$ cat config.mk
export PLATFORM = sky130hd
export DESIGN_NAME = tfn_div
export DESIGN_NICKNAME = d
export VERILOG_FILES = /design/src/rtl/tfn_pkg.sv /design/src/rtl/tfn_div.sv
export SDC_FILE = /design/constraint.sdc
export NUM_CORES = 2
export LEC_CHECK = 0
export ABC_AREA = 1
export BUFFER_PORTS_ARGS = -buffer_cell sky130_fd_sc_hd__buf_4
export CORE_MARGIN = 1
export CORE_UTILIZATION = 30
export CTS_CLUSTER_DIAMETER = 200
export DETAILED_ROUTE_END_ITERATION = 12
export PLACE_DENSITY = 0.44
export SYNTH_ARGS = -nofsm -noshare
export SYNTH_HDL_FRONTEND = slang
export SYNTH_SLANG_ARGS = --single-unit
export TNS_END_PERCENT = 1
$ cat constraint.sdc
create_clock -name clock -period 7.55 [get_ports clock]
set_input_delay 0 -clock clock [delete_from_list [all_inputs] [get_ports clock]]
set_output_delay 0 -clock clock [all_outputs]
set_load 0.05 [all_outputs]
$ cat src/rtl/tfn_pkg.sv
// ----------------------------------------------------------------------------
// tfn_pkg
// Shared widths for the triangle face normal pipeline.
// ----------------------------------------------------------------------------
`default_nettype none

package tfn_pkg;

   // normalized magnitudes: the largest in [2^30, 2^31) if nonzero, rest no larger
   localparam int unsigned NORM_W    = 31;
   localparam int unsigned NORM_MSB  = 30;
   // sum of three normalized squares, and its integer root
   localparam int unsigned SUM_W     = 64;
   localparam int unsigned LEN_W     = 32;
   // exact degenerate test only runs on magnitudes below 2^16
   localparam int unsigned SMALL_W   = 16;
   localparam int unsigned MIN_W     = 16;
   localparam int unsigned OUT_W     = 16;
   localparam logic [OUT_W-1:0] OUT_POS_MAX = 16'h7fff;
   localparam logic [OUT_W-1:0] OUT_NEG_MAX = 16'h8000;

endpackage

`default_nettype wire

$ cat src/rtl/tfn_div.sv
// ----------------------------------------------------------------------------
// tfn_div
// Pipelined restoring divider: round(m * 2^F / len), one quotient bit per
// stage, with sideband.
// ----------------------------------------------------------------------------
`default_nettype none

module tfn_div #(
   parameter int unsigned FRAC_BITS = 14,
   parameter int unsigned SB_W      = 2
) (
   input  wire logic                          clock,
   input  wire logic                          reset,
   input  wire logic                          adv,
   input  wire logic                          in_valid,
   input  wire logic [tfn_pkg::NORM_W-1:0]    m,
   input  wire logic [tfn_pkg::LEN_W-1:0]     len,
   input  wire logic [SB_W-1:0]               sb_in,
   output logic                               out_valid,
   output logic [FRAC_BITS+1:0]               quot,
   output logic [SB_W-1:0]                    sb_out
);

   localparam int unsigned QB = FRAC_BITS + 2;
   localparam int unsigned RW = FRAC_BITS + tfn_pkg::LEN_W + 2;

   logic [RW-1:0]                rem_ff [QB+1];
   logic [tfn_pkg::LEN_W-1:0]    d_ff   [QB+1];
   logic [QB-1:0]                q_ff   [QB+1];
   logic [SB_W-1:0]              sb_ff  [QB+1];
   logic                         val_ff [QB+1];
   logic [RW-1:0]                rem_in [QB];
   logic [QB-1:0]                q_in   [QB];
   logic [RW-1:0]                num_in;

   // stage 0: rounded numerator
   assign num_in = (RW'(m) << FRAC_BITS) + RW'(len >> 1);

   always_ff @(posedge clock) begin
      if (reset) begin
         val_ff[0] <= 1'b0;
      end else if (adv) begin
         val_ff[0] <= in_valid;
      end
   end

   always_ff @(posedge clock) begin
      if (adv) begin
         rem_ff[0] <= num_in;
         d_ff[0]   <= len;
         q_ff[0]   <= '0;
         sb_ff[0]  <= sb_in;
      end
   end

   for (genvar j = 0; j < QB; j++) begin : g_stage
      localparam int unsigned SH = QB - 1 - j;
      logic [RW-1:0] dsh;

      always_comb begin
         dsh = RW'(d_ff[j]) << SH;
         q_in[j] = q_ff[j];
         if (rem_ff[j] >= dsh) begin
            rem_in[j]   = rem_ff[j] - dsh;
            q_in[j][SH] = 1'b1;
         end else begin
            rem_in[j] = rem_ff[j];
         end
      end

      always_ff @(posedge clock) begin
         if (reset) begin
            val_ff[j+1] <= 1'b0;
         end else if (adv) begin
            val_ff[j+1] <= val_ff[j];
         end
      end

      always_ff @(posedge clock) begin
         if (adv) begin
            rem_ff[j+1] <= rem_in[j];
            d_ff[j+1]   <= d_ff[j];
            q_ff[j+1]   <= q_in[j];
            sb_ff[j+1]  <= sb_ff[j];
         end
      end
   end

   assign out_valid = val_ff[QB];
   assign quot      = q_ff[QB];
   assign sb_out    = sb_ff[QB];

endmodule

`default_nettype wire

# Yosys cells after proc, flatten, opt, wreduce, memory -nomap -nowiden
# Memories as Yosys holds them, arrays and structs flattened.
# Index checks and enable logic that the tools add are counted.
dict set report classes {
  add_sub_neg 17
  mul 0
  div 0
  n_lt_le_gt_ge 16
  eq_ne 0
  shifts 0
  mux 55
  bitwise 17
  reduce_logical 0
}
# cell n
set ops {}
lappend ops {{$mux 48} 16}
lappend ops {{$ge 48x32->1} 1}
lappend ops {{$ge 48x33->1} 1}
lappend ops {{$ge 48x34->1} 1}
lappend ops {{$ge 48x35->1} 1}
lappend ops {{$ge 48x36->1} 1}
lappend ops {{$ge 48x37->1} 1}
lappend ops {{$ge 48x38->1} 1}
lappend ops {{$ge 48x39->1} 1}
lappend ops {{$ge 48x40->1} 1}
lappend ops {{$ge 48x41->1} 1}
lappend ops {{$ge 48x42->1} 1}
lappend ops {{$ge 48x43->1} 1}
lappend ops {{$ge 48x44->1} 1}
lappend ops {{$ge 48x45->1} 1}
lappend ops {{$ge 48x46->1} 1}
lappend ops {{$ge 48x47->1} 1}
lappend ops {{$sub 48x32->48} 1}
lappend ops {{$sub 48x33->48} 1}
lappend ops {{$sub 48x34->48} 1}
lappend ops {{$sub 48x35->48} 1}
lappend ops {{$sub 48x36->48} 1}
lappend ops {{$sub 48x37->48} 1}
lappend ops {{$sub 48x38->48} 1}
lappend ops {{other kinds (12)} 66}
dict set report word_totals {
  register_bits 0
  latch_bits 0
  mem_bits_rw 1683
  mem_bits_ro 0
  in_bits 69
  word_cells 110
  n_memories 5
}
# memory words width rd rd_ports_with_merged_regs wr line_no
set mem_list {}
lappend mem_list {rem_ff 17 48 16 0 17 tfn_div.sv:27} ;# logic [RW-1:0] rem_ff [QB+1];
lappend mem_list {d_ff 17 32 16 0 17 tfn_div.sv:28} ;# logic [tfn_pkg::LEN_W-1:0] d_ff [QB+1];
lappend mem_list {q_ff 17 16 17 0 17 tfn_div.sv:29} ;# logic [QB-1:0] q_ff [QB+1];
lappend mem_list {sb_ff 17 2 17 0 17 tfn_div.sv:30} ;# logic [SB_W-1:0] sb_ff [QB+1];
lappend mem_list {val_ff 17 1 17 0 17 tfn_div.sv:31} ;# logic val_ff [QB+1];

# Longest topological paths before layout
dict set report depth {
  ltp_word 4
  mapped_depth 17
}

# Worst setup path after synthesis
# No wires, ideal clock.
dict set report synth_path {
  path_kind {register to register}
  start {memory d_ff[0][171] (netlist name)}
  end {memory rem_ff[0][332] (netlist name) (data pin)}
  arrival_time_ps 2124
  t_required_ps 7291
  slack_ps 5168
  stages_incl_launch_ff 14
  n_path_buf 1
  period_less_slack_ps 2382
  path_cell_list {edfxtp_1 -> inv_1 -> ha_1 -> inv_1 -> fa_1 -> nand3_1 -> nand3_1 -> nand2_1 -> nand2_1 -> nand3_1 -> nand3_1 -> nor2_2 -> buf_2 -> a21oi_1}
}
# element line_no
set synth_lines {}
lappend synth_lines {{start, declared} tfn_div.sv:28}
lappend synth_lines {{end, declared} tfn_div.sv:27}

==> summary.txt <==
Critical path
  • Worst reg2reg endpoint: rem_ff[0][500]
  • Crit end category: flip-flop
  • R2r setup slk: 3880 ps
  • Setup crit start: d_ff[0][295]
  • Arrival time at the worst endpoint: 4200 ps
  • Crit path kind: flip-flop to flip-flop
  • Crit path to: rem_ff[0][500]
  • Worst path slowest cell: inv_4
  • CP Launch Type: flip-flop
  • CP dominant cell by count: inv_1
  • Critical Path Fanout Max: 58
  • CP required: 8080 ps
  • CP max stage delay: 580 ps
  • Reg2Reg Depth: 12
  • Worst-path cell chain: inv_1 > ha_1 > inv_1 > fa_1 > inv_1 > nor2_1 > nor2_2 > nand2_1 > nand2_2 > nand2_4 > inv_4 > o21ai_0
  • FF-to-FF Start: d_ff[0][295]

STA
  • Pins Over Slew Limit: 0
  • Min Tclk post-route: 3670 ps
  • Final Hold Viols: 0
  • Sum Neg Setup Slack: 0 ps
  • Tightest Pin Transition: 1080 ps
  • Worst hold margin: 155 ps
  • Final setup fails: 0
  • Setup Skew: 80.5 ps
  • Max Fclk: 272 MHz
  • Fin crit share: 0.487
  • Worst setup margin: 3880 ps
  • Worst slew margin: 0.273
  • RSZ-0062 raised after global routing: no

Floorplanning
  • Die extent in x: 568 µm
  • Ports: 88
  • CORE AREA: 0.318 mm²
  • Die area: 0.323 mm²
  • Die H: 568 µm
  • Starting Density: 0.302
  • # rows: 207

Route
  • Total wire length: 361 mm
  • DR vias: 84.3k
  • DRT Pass-1 Iters: 6
  • Antenna viol nets, final: 0
  • Routed wire per std cell: 19.8 µm
  • Number of remaining DRC errors: 0
  • Drt first-iter violations: 7058
  • Vias per cell: 4.62

Yosys
  • Sequential share of the synthesized area: 0.416
  • Most area-consuming cells after synthesis: edfxtp_1 42%, nand2_1 22%, inv_1 11%
  • Synth Area in Simple Gates: 0.332
  • Synth warnings: 0
  • Combinational family with the most area after synthesis: simple AND/OR/NAND/NOR gates
  • Mapped Cells: 13.6k
  • Synth Area in Compound Gates: 0.0360
  • Top FF cell, synth: edfxtp_1
  • Synth Area in Adders: 0.0721
  • Synth unique cells: 46
  • Number of synthesized flops with an enable pin: 1332
  • Syn Std Cell Area: 0.0961 mm²
  • Yosys reg bits: 1332
  • Mapped Nets: 14.2k
  • Synth top area share: 0.416
  • Yosys top cell by area: edfxtp_1
  • Top cells by count, synth: 5641 x nand2_1, 2733 x inv_1, 1332 x edfxtp_1
  • Most frequent cell after synthesis: nand2_1
  • Average size of a mapped cell: 7.06 µm²
  • Async SR Flop Fraction: 0
  • Post-synthesis mux area share: 0
  • XOR/XNOR share of the synthesized area: 0.0280

Clock network
  • CTS tree: built
  • Root Buffer: clkbuf_16
  • Longest Clk Path Bufs: 4
  • Clk_lat worst skew: 890 ps
  • Num CTS Buffers: 169
  • H-tree depth: 4
  • CTS resizes: 0
  • Clock slew at reported path FFs: 60 ps
  • Post-CTS setup buffers: 0
  • Sinks on Clock Net: 1332

Layout
  • Area growth from synthesis to layout: 12.9%
  • Final core occ: 0.341
  • Non-Filler Cell Area, Final: 0.109 mm²
  • Layout cell share with drive strength beyond 1: 0.0352
  • Final-stage net count: 14.5k

Place
  • Place WS: 3980 ps
  • Post-DP HPWL: 299 mm
  • Area post-placement: 0.102 mm²
  • Placer Congestion: 0.942
  • Port bufs: 87

Power and ir drop
  • LEAKAGE: 54.3 nW
  • Max IR drop VDD: 0.000192 V
  • PD cells: 361 mW/mm²

Global routing
  • Antenna violations before repair: 6
  • Total gr overflow: 0
  • Global-route wire length before repair: 529 mm
  • Total GRT Usage: 0.219
  • Largest net degree at the start of global routing: 170
  • Vias in the first global route: 80.6k

Run
  • Max Cap Viol: 0

Outcome
  • Status: complete, no violations

Hold path
  • Hold Crit Class: input pin to flip-flop
## power by group
group / total (mW) / switching, mW / internal [mW]
combinational: 18.4 / 12.7 / 5.66
clock: 8.39 / 3.53 / 4.86
sequential: 12.4 / 1.87 / 10.5
total: 39.1 / 18.1 / 21.0
## metrics by stage
| stage | std cells | power, mW |
|---|---|---|
| 3_5_place_dp | 17800 | 30.6 |
| 5_1_grt | 18200 | 42.0 |
| 6_report | 18200 | 39.1 |
| 2_1_floorplan | 13600 | 23.7 |
| 4_1_cts | 18200 | 39.3 |
| 3_3_place_gp | 17800 | 30.7 |
## layout make-up
type / count / area, µm²
multi-input combinational: 9423 / 45000
timing repair buffer: 248 / 2330
fill: 34500 / 210000
clock buffer: 187 / 4320
antenna: 5 / 12.5
tap: 4180 / 5230
sequential: 1332 / 40000
clock inverter: 117 / 1330
inverter: 2743 / 10300
## how the worst min path moves through the flow
stage / from / to / slack (ps) / depth (start not counted)
4_1_cts: len[16] / rem_ff[0][15] / 90 / 3
2_1_floorplan: len[0] / d_ff[0][0] / 100 / 0
6_report: m[1] / rem_ff[0][15] / 150 / 3
3_5_place_dp: sb_in[1] / sb_ff[0][1] / 180 / 1
5_1_grt: m[1] / rem_ff[0][15] / 100 / 3
3_3_place_gp: sb_in[0] / sb_ff[0][0] / 180 / 1
## repair_timing
action	in CTS	in global routing
hold buffers	133	0
setup endpoints to repair	0	0
hold endpoints to repair	212	0
## flip-flops by register name, indices dropped and copies added, names as in the netlist
register	count
sb_ff	34
val_ff	17
d_ff	512
q_ff	136
rem_ff	633
## critical path, delay by kind of cell, from the launching register on
| family | cells | cell delay, ps |
|---|---|---|
| AO/OA/AOI/OAI | 1 | 260 |
| adder cells (fa/ha/maj) | 2 | 860 |
| buffers and inverters | 4 | 1010 |
| flip-flops | 1 | 460 |
| AND/OR/NAND/NOR | 5 | 710 |
## cells in the final DEF (no fill, tap or decap), types with 9 or more instances in the layout
master	instances
nor2_4	11
inv_1	2733
clkbuf_1	17
xnor2_1	71
clkinv_2	27
bufinv_16	20
nand4_1	165
nor2_1	1108
clkinv_1	26
clkinv_4	11
nand2_2	14
nor4_1	11
nor3_1	130
clkbuf_16	170
edfxtp_1	1332
fa_1	16
ha_1	528
xor2_1	236
o21ai_1	14
a21oi_1	406
nand2_1	5641
and2_1	13
buf_4	105
o21bai_1	33
a21oi_2	33
nand3_1	720
dlygate4sd3_1	133
inv_2	9
buf_12	9
clkinvlp_4	18
o21ai_0	137
nand3b_1	60
nor2_2	22
## kinds of logic after synthesis
logic type                 after synthesis
and+or+nand+nor                       7932
buffers and inverters                 2865
DFF                                   1332
AOI/OAI and AO/OA                      640
adders and majority gates              544
xor gates and xnor gates               307
## metal layers
metal / vias to the layer above / part of all wire / track usage
met3: 355 / 0.044 / 0.0198
li1: 42900 / - / -
met1: 39100 / 0.48 / 0.311
met5: - / 0 / 0
met2: 1951 / 0.45 / 0.359
met4: 0 / 0.024 / 0.0494
Power figures use the tool's default switching activity.
